File: config.mk
export PLATFORM = sky130hd
export DESIGN_NAME = vfs_ram
export DESIGN_NICKNAME = d
export VERILOG_FILES = /design/src/rtl/core/vfs_ram.sv
export SDC_FILE = /design/constraint.sdc
export NUM_CORES = 1
export LEC_CHECK = 0
export BUFFER_PORTS_ARGS = -buffer_cell sky130_fd_sc_hd__buf_2
export CAP_MARGIN = 20
export CORE_ASPECT_RATIO = 1.5
export CORE_MARGIN = 10
export CORE_UTILIZATION = 52
export DETAILED_ROUTE_END_ITERATION = 12
export GPL_TIMING_DRIVEN = 0
export PLACE_DENSITY = 0.69
export SYNTH_ARGS = -nofsm -noshare
export SYNTH_HDL_FRONTEND = slang
export SYNTH_SLANG_ARGS = --single-unit
File: constraint.sdc
create_clock -name clk -period 4.5 [get_ports clk]
set_input_delay 0.675 -clock clk [delete_from_list [all_inputs] [get_ports clk]]
set_output_delay 0.675 -clock clk [all_outputs]
set_load 0.05 [all_outputs]
File: src/rtl/core/vfs_ram.sv
// generic single-port ram with registered read
module vfs_ram #(
	parameter int WIDTH = 32,
	parameter int DEPTH = 16
) (
	input  logic                     clk,
	input  logic                     we,
	input  logic [$clog2(DEPTH)-1:0] addr,
	input  logic [WIDTH-1:0]         wdata,
	output logic [WIDTH-1:0]         rdata
);
	logic [WIDTH-1:0] mem_q [DEPTH];

	always_ff @(posedge clk) begin
		if (we) begin
			mem_q[addr] <= wdata;
		end
		rdata <= mem_q[addr];
	end
endmodule

==> reports/qor.csv, run 1 <==
stage,metric,value,unit
timing,worst_slack,1.66,ns
synthesis,yosys.area_share.xor_xnor,0,%
synthesis,combinational_family_with_the_most_area_after_synthesis,multiplexers,
pwr,powerDensity,453,mW/mm^2
synthesis,yosysWarnings,0,
finish,drive_above_1_share,31.6,%
synthesis,synthDominantCellAreaShare,77.4,%
worst_setup_path,timing.critical_path.arrival,3.10,ns
drt,detail_route.drc_violations,0,
clock_network,cts_tree,done,
hold_path,hold_path.class,input port to flop,
synthesis,netlist_instances,840,
drt,vias,9189,
global_routing,maximum_number_of_pins_on_one_net_before_global_route_repair,24,
timing,max_slew_margin,30.2,%
clock_network,cts_buffers,46,
finish,areaGrowthSynthToFinish,15.2,%
finish,nets,1019,
timing,clock-skew-final,0.00972,ns
synthesis,netlist.top_cell.by_area,edfxtp_1,
drt,routedWlPerCell,27.8,um
global_routing,grt-ovfl-total,0,
drt,vias_cell,6.09,
synthesis,syn_area_per_cell,23.6,sq um
global_routing,via_count_of_the_first_global_routing_pass,9773,
die,dieHeight,259,um
timing,setup_total_negative_slack,0,ns
worst_setup_path,cpPeakStageDelay,0.82,ns
drt,detail-route-antenna-nets,0,
worst_setup_path,critical_path_cell_sequence,"buf_2, buf_4, clkbuf_1, nand2_1, nor2_4, buf_16",
placement,weighted_congestion_at_the_end_of_routability_driven_global_placement,0.729,
drt,first_pass_iters,5,
clock_network,clock_sink_count,544,
drt,routed_metal_1_wirelength,15400,um
finish,layoutNonFillerInstCount,1508,
synthesis,synth_simple_gate_area_share,1.27,%
synthesis,synth_compound_area_share,2.42,%
synthesis,synth-seq-cells,544,
timing,setup-violations-final,0,
synthesis,synth_cell_types,17,
die,floorplan.io_pins,70,
synthesis,postSynthNetCount,878,
job,max-cap-violations,0,
drt,wl,42000,um
die,die-area,0.0466,sq mm
timing,final_max_slew_viol_count,0,
clock_network,clk_path_buf_depth,3,
clock_network,cts.htree.levels,2,
die,row_count,87,
die,floorplan.core_area,0.0377,sq mm
clock_network,clkLatencyLatePin,0.56,ns
worst_setup_path,sort_of_element_at_the_start_of_the_critical_path,input port,
timing,grt_setup_unrepaired,no,
synthesis,synthTopCellsByArea,"edfxtp_1 77%, mux4_2 15%, dfxtp_1 3.2%",
drt,highest-signal-layer,met5,
pwr,cellLeakagePower,7.35,nW
pwr,ir_drop,0.247,mV
die,initial_core_util,52.7,%
global_routing,global_route_wire_length_before_repair,63100,um
timing,finalHoldViolCount,0,
clock_network,path_clk_slew,0.06,ns
die,die_w,180,um
timing,max_freq,352,MHz
worst_setup_path,crit_slowest_cell,nor2_4,
placement,portBuffers,67,
finish,final.fill_count,2594,
synthesis,synth_adder_area_share,0,%
worst_setup_path,criticalPathCategory,input port to flop,
placement,detailedPlace.worstSlack,1.04,ns
placement,dp_hpwl,26500,um
placement,dpl.cell_count,1422,
worst_setup_path,crit_path_max_fanout,20,
timing,tightest_hold_margin,0.488,ns
clock_network,root_buffer,clkbuf_16,
clock_network,hold_buffers,0,
timing,layout_worst_path_cycle_share,63.2,%
synthesis,synth-seq-area-share,80.6,%
outcome,outcome,"complete, no violations",
finish,post-route-util,60.7,%
drt,drtIter0Drc,854,
clock_network,post-cts-setup-buffer-count,0,
global_routing,groute.usage.overall,18.0,%
clock_network,postCtsResizedCells,0,
worst_setup_path,worstPathRequired,4.76,ns
timing,finalCriticalPeriod,2.84,ns
synthesis,netlist_area,0.0199,sq mm
drt,met2_length,22800,um
global_routing,grt_antenna_before_repair,5,
drt,met3RoutedLength,2350,um
timing,worstMarginPinSlew,1.05,ns
worst_setup_path,cp-end-kind,flop,
synthesis,synth.area.mux_share,14.5,%
==> power breakdown <==
part | internal [W] | switching [W] | total (W)
combinational | 0.000213 | 0.000419 | 0.000632
sequential | 0.00566 | 0.0000280 | 0.00569
clock | 0.00232 | 0.00172 | 0.00404
==> metrics by stage <==
stage	instance area (sq um)	power, W
final	22900	0.0104
after global routing	22900	0.0106
after floorplan	19900	0.00619
after global placement	20800	0.00641
after detailed placement	21300	0.00644
after CTS	22900	0.0104
==> cells in the mapped netlist (all sizes together) <==
| master | n |
|---|---|
| a22oi | 64 |
| and2 | 1 |
| buf | 18 |
| clkbuf | 27 |
| dfxtp | 32 |
| edfxtp | 512 |
| mux4 | 128 |
| nand2 | 33 |
| nand2b | 2 |
| nand3 | 1 |
| nand3b | 2 |
| nor2 | 13 |
| nor2b | 2 |
| nor3 | 4 |
| or3b | 1 |
==> registers in the layout (all words and copies together) (netlist names) <==
signal  count
rdata      32
mem_q     512
==> area by class of cell <==
class                           instances  area (sq um)  share of cell area, %
Multi-Input combinational cell        251          3730                   16.3
Clock buffer                           64          1270                   5.55
Timing Repair Buffer                   93           759                   3.32
Tap cell                              489           612                   2.67
Buffer                                 45           231                   1.01
Antenna cell                            1          2.50                 0.0109
Clock inverter                         21           256                   1.12
Sequential cell                       544         16000                   70.0
==> critical path: cells and delay by family <==
family | cells | cell delay, ns
buf+inv | 4 | 1.19
simple gates | 2 | 1.22
==> cell usage in the layout (no fill, tap or decap), types with 3 or more instances in the layout <==
cell type | netlist | final
buf_2 | 11 | 78
dfxtp_1 | 32 | 32
mux4_2 | 128 | 128
buf_12 | 0 | 8
clkinv_1 | 0 | 5
clkbuf_16 | 0 | 47
buf_16 | 0 | 4
edfxtp_1 | 512 | 512
clkbuf_1 | 27 | 41
clkbuf_8 | 0 | 3
bufinv_16 | 0 | 6
nand2_1 | 33 | 33
nor2_4 | 0 | 12
clkinv_2 | 0 | 8
buf_4 | 1 | 3
nor3_2 | 0 | 4
buf_6 | 6 | 17
a22oi_1 | 64 | 64
==> routing by layer <==
layer  up-vias  GRT usage (%)
met1      4906           20.6
met2       321           32.7
met3        98           3.33
li1       3856              -
met4         8           7.41
met5         -              0
==> cells by family (layout without fill, tap and decap cells) <==
logic type	count (synthesis)	count (layout)
flip-flops	544	544
multiplexers	128	128
AO/OA/AOI/OAI	64	64
AND/OR/NAND/NOR	59	59
buffers and inverters	45	223
other	0	1
==> worst paths after layout <==
path	end	slack, ns	depth (start not counted)	start
hold / removal	mem_q[8][22]$_DFFE_PP_	0.49	1	wdata[22]
setup / recovery	mem_q[15][13]$_DFFE_PP_	1.66	6	addr[1]
setup reg to reg	rdata[19]$_DFF_P_	3.10	3	mem_q[3][19]$_DFFE_PP_
hold reg to reg	rdata[18]$_DFF_P_	0.67	3	mem_q[14][18]$_DFFE_PP_
Note: power is estimated with default switching activity, not from simulation.
==> run 2, diff against run 1 <==
Settings changed: ABC_AREA from default to 1, PLACE_DENSITY 0.69 to 0.71.
Clock period 4.5 ns to 2.6 ns, I/O delays scaled along.
==> reports/qor.csv, run 2 <==
stage,metric,value,unit
outcome,outcome,"complete, no violations",
timing,worstMarginPinSlew,0.902,ns
finish,areaGrowthSynthToFinish,13.8,%
synthesis,syn_area_per_cell,10.5,sq um
timing,tightest_hold_margin,0.211,ns
timing,finalHoldViolCount,0,
clock_network,cts_tree,done,
worst_setup_path,timing.critical_path.arrival,2.77,ns
die,row_count,92,
die,dieHeight,273,um
timing,max_slew_margin,39.7,%
die,die_w,189,um
synthesis,netlist_instances,2113,
global_routing,global_route_wire_length_before_repair,82700,um
global_routing,via_count_of_the_first_global_routing_pass,14800,
synthesis,synth-seq-cells,544,
drt,wl,54300,um
timing,clock-skew-final,0.0106,ns
pwr,cellLeakagePower,10.8,nW
drt,vias,14700,
worst_setup_path,sort_of_element_at_the_start_of_the_critical_path,input port,
drt,drtIter0Drc,1285,
pwr,powerDensity,714,mW/mm^2
clock_network,postCtsResizedCells,0,
finish,top_regs,"mem_q x512, rdata x32",
clock_network,cts_buffers,48,
clock_network,root_buffer,clkbuf_16,
synthesis,synthTopCellsByArea,"edfxtp_1 69%, nand2_1 23%, dfxtp_1 2.9%",
die,floorplan.io_pins,70,
drt,detail_route.drc_violations,0,
clock_network,clk_path_buf_depth,3,
finish,regMostFlops,mem_q,
finish,post-route-util,60.0,%
drt,vias_cell,5.16,
clock_network,clock_sink_count,544,
synthesis,synth-seq-area-share,72.1,%
worst_setup_path,reg2reg_to,rdata[31]$_DFF_P_,
timing,max_freq,399,MHz
placement,weighted_congestion_at_the_end_of_routability_driven_global_placement,0.839,
clock_network,cts.htree.levels,2,
worst_setup_path,cpPeakStageDelay,0.76,ns
synthesis,synth_ff_type,edfxtp_1,
placement,portBuffers,67,
synthesis,synth.cells.most_frequent,"1378 x nand2_1, 512 x edfxtp_1, 70 x inv_1",
worst_setup_path,crit_path_max_fanout,18,
synthesis,synthArstFlopShare,0,%
global_routing,grt_antenna_before_repair,0,
global_routing,grt-ovfl-total,0,
synthesis,netlist.top_cell.by_area,edfxtp_1,
finish,most_frequent_standard_cell_in_the_layout_excluding_fill_and_tap_cells,nand2_1,
job,max-cap-violations,0,
timing,final_max_slew_viol_count,0,
worst_setup_path,crit_slowest_cell,nor2_4,
placement,place_area,0.0238,sq mm
finish,multi_input_comb_area,0.00538,sq mm
worst_setup_path,cp-end-kind,flop,
finish,drive_above_1_share,11.1,%
finish,layout_common_cells,"1378 x nand2_1, 512 x edfxtp_1, 108 x buf_2, 70 x inv_1, 49 x clkbuf_16",
synthesis,postSynthNetCount,2151,
drt,first_pass_iters,5,
placement,dp_hpwl,36200,um
die,initial_core_util,52.7,%
finish,ff_latch_area,0.0160,sq mm
hold_path,hold-path-endpoint,mem_q[0][30]$_DFFE_PP_,
synthesis,synthDominantCellAreaShare,69.2,%
synthesis,netlist_area,0.0222,sq mm
synthesis,yosys.cell_count.top_type,nand2_1,
drt,detail-route-antenna-nets,0,
synthesis,yosysWarnings,0,
pwr,finalPower,0.0181,W
worst_setup_path,worstPathRequired,2.86,ns
timing,grt_setup_unrepaired,no,
timing,layout_worst_path_cycle_share,96.4,%
global_routing,maximum_number_of_pins_on_one_net_before_global_route_repair,22,
drt,routedWlPerCell,19.1,um
clock_network,post-cts-setup-buffer-count,0,
worst_setup_path,rrSetupSlack,1.56,ns
synthesis,synth_edf_count,512,
finish,fin_area,0.0253,sq mm
worst_setup_path,critical_path_cell_sequence,"buf_2, nor2_1, buf_2, inv_1, nor2_4, buf_16",
die,die-area,0.0516,sq mm
worst_setup_path,crit-reg2reg-launch,mem_q[15][31]$_DFFE_PP_,
clock_network,path_clk_slew,0.06,ns
worst_setup_path,crit_top_cell,buf_2,
timing,finalCriticalPeriod,2.51,ns
finish,nets,2284,
hold_path,timing.hold.worst_path_depth,1,
die,floorplan.core_area,0.0421,sq mm
timing,setup-violations-final,0,
clock_network,clkLatencyLatePin,0.56,ns
hold_path,worst_hold_startpoint,wdata[30],
worst_setup_path,criticalPathCategory,input port to flop,
hold_path,hold_path.class,input port to flop,
pwr,ir_drop,0.633,mV
finish,final.fill_count,3378,
clock_network,hold_buffers,0,
finish,flip_flop_count_of_the_largest_register_all_copies_and_words_added,512,
worst_setup_path,reg2reg_depth,8,
synthesis,synth_cell_types,13,
global_routing,groute.usage.overall,20.9,%
[run 2: changes by cell type after synthesis, moves of 4 or more]
cell      delta
nand2_1   +1345
mux4_2     -128
inv_1       +70
a22oi_1     -64
buf_2       +30
buf_6       +17
clkbuf_1    -17
buf_4       +16
buf_1        +6
nor2_1       +5
nor3_1       -4
[run 2: routing by layer]
layer | GRT usage (%) | part of all wire (%) | wire length, um
met5 | 0 | 0 | 0
met4 | 9.34 | 3.5 | 1920
met3 | 2.83 | 6.4 | 3470
met2 | 38.0 | 53 | 28600
met1 | 24.0 | 38 | 20400
[run 2: kinds of logic after synthesis]
family,count (synthesis),synth area share [%]
buf+inv,169,4.22
flops,544,72.1
simple gates,1400,23.7
[run 2: layout make-up]
type / instances / area share, %
Clock inverter: 18 / 0.465
Tap cell: 564 / 2.79
Clock buffer: 69 / 5.43
Sequential cell: 544 / 63.4
Buffer: 98 / 2.64
Multi-Input combinational cell: 1400 / 21.3
Inverter: 71 / 1.07
Antenna cell: 1 / 0.00990
Timing Repair Buffer: 83 / 2.95
[run 2: through the flow]
stage | setup TNS [ns] | std cells | setup slack, ns
after floorplan | -86.12 | 2113 | -0.284
after global placement | -812.51 | 2744 | -2.21
after detailed placement | -94.90 | 2760 | -0.436
after CTS | 0 | 2847 | 0.142
after global routing | 0 | 2847 | 0.0665
final | 0 | 2848 | 0.0932
[run 2: worst max-delay path: cells and delay by family]
family                 cells  cell delay, ns
buffers and inverters      4            1.03
AND/OR/NAND/NOR            2            1.32
[run 2: worst max-delay path by stage]
stage	cells past startpoint	slack (ns)	start	to
after floorplan	6	-0.28	addr[1]	mem_q[5][0]$_DFFE_PP_
after global routing	6	0.07	addr[2]	mem_q[2][1]$_DFFE_PP_
after CTS	6	0.14	addr[2]	mem_q[2][1]$_DFFE_PP_
final	6	0.09	addr[2]	mem_q[2][7]$_DFFE_PP_
after global placement	5	-2.21	addr[2]	mem_q[0][9]$_DFFE_PP_
after detailed placement	6	-0.44	addr[2]	mem_q[2][11]$_DFFE_PP_
[run 2: report_power, final]
part	total [W]	internal (W)	leakage (nW)	switching (W)
clock	0.00676	0.00376	0.740	0.00300
combinational	0.00145	0.000368	5.13	0.00108
sequential	0.00985	0.00980	4.89	0.0000495
==> run 3, diff against run 2 <==
Settings changed: CELL_PAD_IN_SITES_DETAIL_PLACEMENT from default to 1, CELL_PAD_IN_SITES_GLOBAL_PLACEMENT from default to 2, CORE_UTILIZATION 52 to 37, PLACE_DENSITY 0.71 to default, PLACE_DENSITY_LB_ADDON from default to 0.1.
==> reports/qor.csv, run 3 (synthesis gave the netlist of run 2 again) <==
stage,metric,value,unit
job,max-cap-violations,0,
pwr,power.share.switching,23.6,%
die,initial_core_util,37.2,%
finish,regMostFlops,mem_q,
clock_network,clock_sink_count,544,
drt,detail-route-antenna-nets,0,
drt,first_pass_iters,5,
placement,portBuffers,67,
clock_network,cts.htree.levels,2,
finish,flip_flop_count_of_the_largest_register_all_copies_and_words_added,512,
timing,setup-violations-final,0,
die,floorplan.core_area,0.0597,sq mm
die,floorplan.io_pins,70,
timing,max_slew_margin,35.2,%
drt,detail_route.drc_violations,0,
die,row_count,110,
worst_setup_path,timing.critical_path.buf_inv,4,
pwr,gate_power_share,8.0,%
placement,dp_hpwl,44900,um
finish,layout_common_cells,"1378 x nand2_1, 512 x edfxtp_1, 108 x buf_2, 70 x inv_1, 57 x clkbuf_16",
clock_network,clk_path_buf_depth,3,
drt,drtIter0Drc,812,
global_routing,groute.usage.overall,19.2,%
global_routing,global_route_wire_length_before_repair,99300,um
clock_network,root_buffer,clkbuf_16,
timing,grt_setup_unrepaired,no,
placement,place_area,0.0241,sq mm
clock_network,cts_tree,done,
timing,final_max_slew_viol_count,0,
global_routing,grt_antenna_before_repair,1,
finish,final.fill_count,6554,
finish,top_regs,"mem_q x512, rdata x32",
worst_setup_path,cp-end-kind,flop,
worst_setup_path,worstPathRequired,2.91,ns
timing,clock-skew-final,0.0155,ns
die,die_w,220,um
finish,nets,2312,
die,die-area,0.0704,sq mm
worst_setup_path,criticalPathCategory,input port to flop,
worst_setup_path,crit_top_cell,buf_2,
worst_setup_path,cpPeakStageDelay,0.76,ns
die,dieHeight,320,um
finish,most_frequent_standard_cell_in_the_layout_excluding_fill_and_tap_cells,nand2_1,
worst_setup_path,critical_path_cell_sequence,"buf_2, buf_2, buf_2, nand3_1, nor2_4, buf_16",
worst_setup_path,path_delay_family,buffers and inverters,
global_routing,grt-ovfl-total,0,
global_routing,maximum_number_of_pins_on_one_net_before_global_route_repair,22,
drt,vias_cell,4.77,
pwr,power.clock.fraction,40.8,%
outcome,outcome,"complete, no violations",
worst_setup_path,timing.critical_path.arrival,2.79,ns
drt,routedWlPerCell,21.7,um
timing,finalCriticalPeriod,2.48,ns
timing,finalHoldViolCount,0,
finish,drive_above_1_share,12.5,%
drt,wl,67200,um
finish,post-route-util,43.9,%
pwr,netsw,0.00453,W
timing,layout_worst_path_cycle_share,95.5,%
pwr,finalPower,0.0192,W
finish,areaGrowthSynthToFinish,18.0,%
pwr,power.internal,0.0147,W
worst_setup_path,sort_of_element_at_the_start_of_the_critical_path,input port,
clock_network,path_clk_slew,0.06,ns
placement,weighted_congestion_at_the_end_of_routability_driven_global_placement,0.764,
timing,tightest_hold_margin,0.168,ns
clock_network,hold_buffers,0,
drt,vias,14800,
finish,fin_area,0.0262,sq mm
hold_path,hold_path.class,input port to flop,
pwr,ir_drop,0.562,mV
clock_network,clkLatencyLatePin,0.62,ns
pwr,sequentialPowerShare,51.2,%
pwr,powerDensity,733,mW/mm^2
pwr,cellLeakagePower,11.1,nW
worst_setup_path,crit_slowest_cell,nor2_4,
worst_setup_path,crit_path_max_fanout,18,
global_routing,via_count_of_the_first_global_routing_pass,15900,
clock_network,cts_buffers,54,
timing,worstMarginPinSlew,0.973,ns
finish,number_of_antenna_diodes,0,
timing,max_freq,403,MHz
## run 3: changes by cell type in the layout (fill, tap and decap cells not counted)
cell and delta:
buf_4 +6, clkinv_1 +1, clkbuf_8 +4, bufinv_16 +1
buf_16 +1, diode_2 -1, clkinv_2 +1, clkbuf_16 +8
buf_12 +15
## run 3: what timing repair did
action / CTS / global route
resized for setup: 0 / 0
pin swaps: 6 / 4
setup endpoints to repair: 83 / 60
setup buffers: 12 / 8
## run 3: through the flow
step,setup TNS (ns),worst slack (ns),instances
2_1_floorplan,-86.12,-0.284,2113
3_3_place_gp,-1098.04,-2.91,2964
3_5_place_dp,-235.47,-0.743,2982
4_1_cts,0,0.00399,3096
5_1_grt,0,0.0204,3104
6_report,0,0.118,3104
## run 3: worst paths after layout
kind	from	endpoint	slack (ns)	depth (start not counted)
worst max-delay path	addr[1]	mem_q[11][10]$_DFFE_PP_	0.12	6
worst min-delay path	wdata[19]	mem_q[7][19]$_DFFE_PP_	0.17	1
worst max register to register	mem_q[13][26]$_DFFE_PP_	rdata[26]$_DFF_P_	1.49	8
worst min register to register	mem_q[1][7]$_DFFE_PP_	rdata[7]$_DFF_P_	0.70	8
## run 3: final cells by class
class                           count  area [sq um]  area share (%)
Timing Repair Buffer              105          1120            4.27
Sequential cell                   544         16000            61.1
Clock buffer                       81          1630            6.20
Clock inverter                     21           156           0.597
Tap cell                          784           981            3.74
Inverter                           71           272            1.04
Buffer                             98           667            2.54
Multi-Input combinational cell   1400          5380            20.5
## run 3: per-layer routing
layer	up-vias	routed length, um	GRT usage, %
li1	7090	-	-
met1	7443	27500	22.4
met2	175	36400	35.9
met3	95	1710	2.41
met4	2	1670	5.40
met5	-	20	0
## run 3: power groups by stage
stage,clock network (W),logic [W],registers [W]
2_1_floorplan,0,0.000683,0.0102
3_3_place_gp,0,0.00149,0.0100
3_5_place_dp,0,0.00155,0.0100
4_1_cts,0.00803,0.00157,0.00985
5_1_grt,0.00836,0.00171,0.00987
6_report,0.00784,0.00153,0.00985
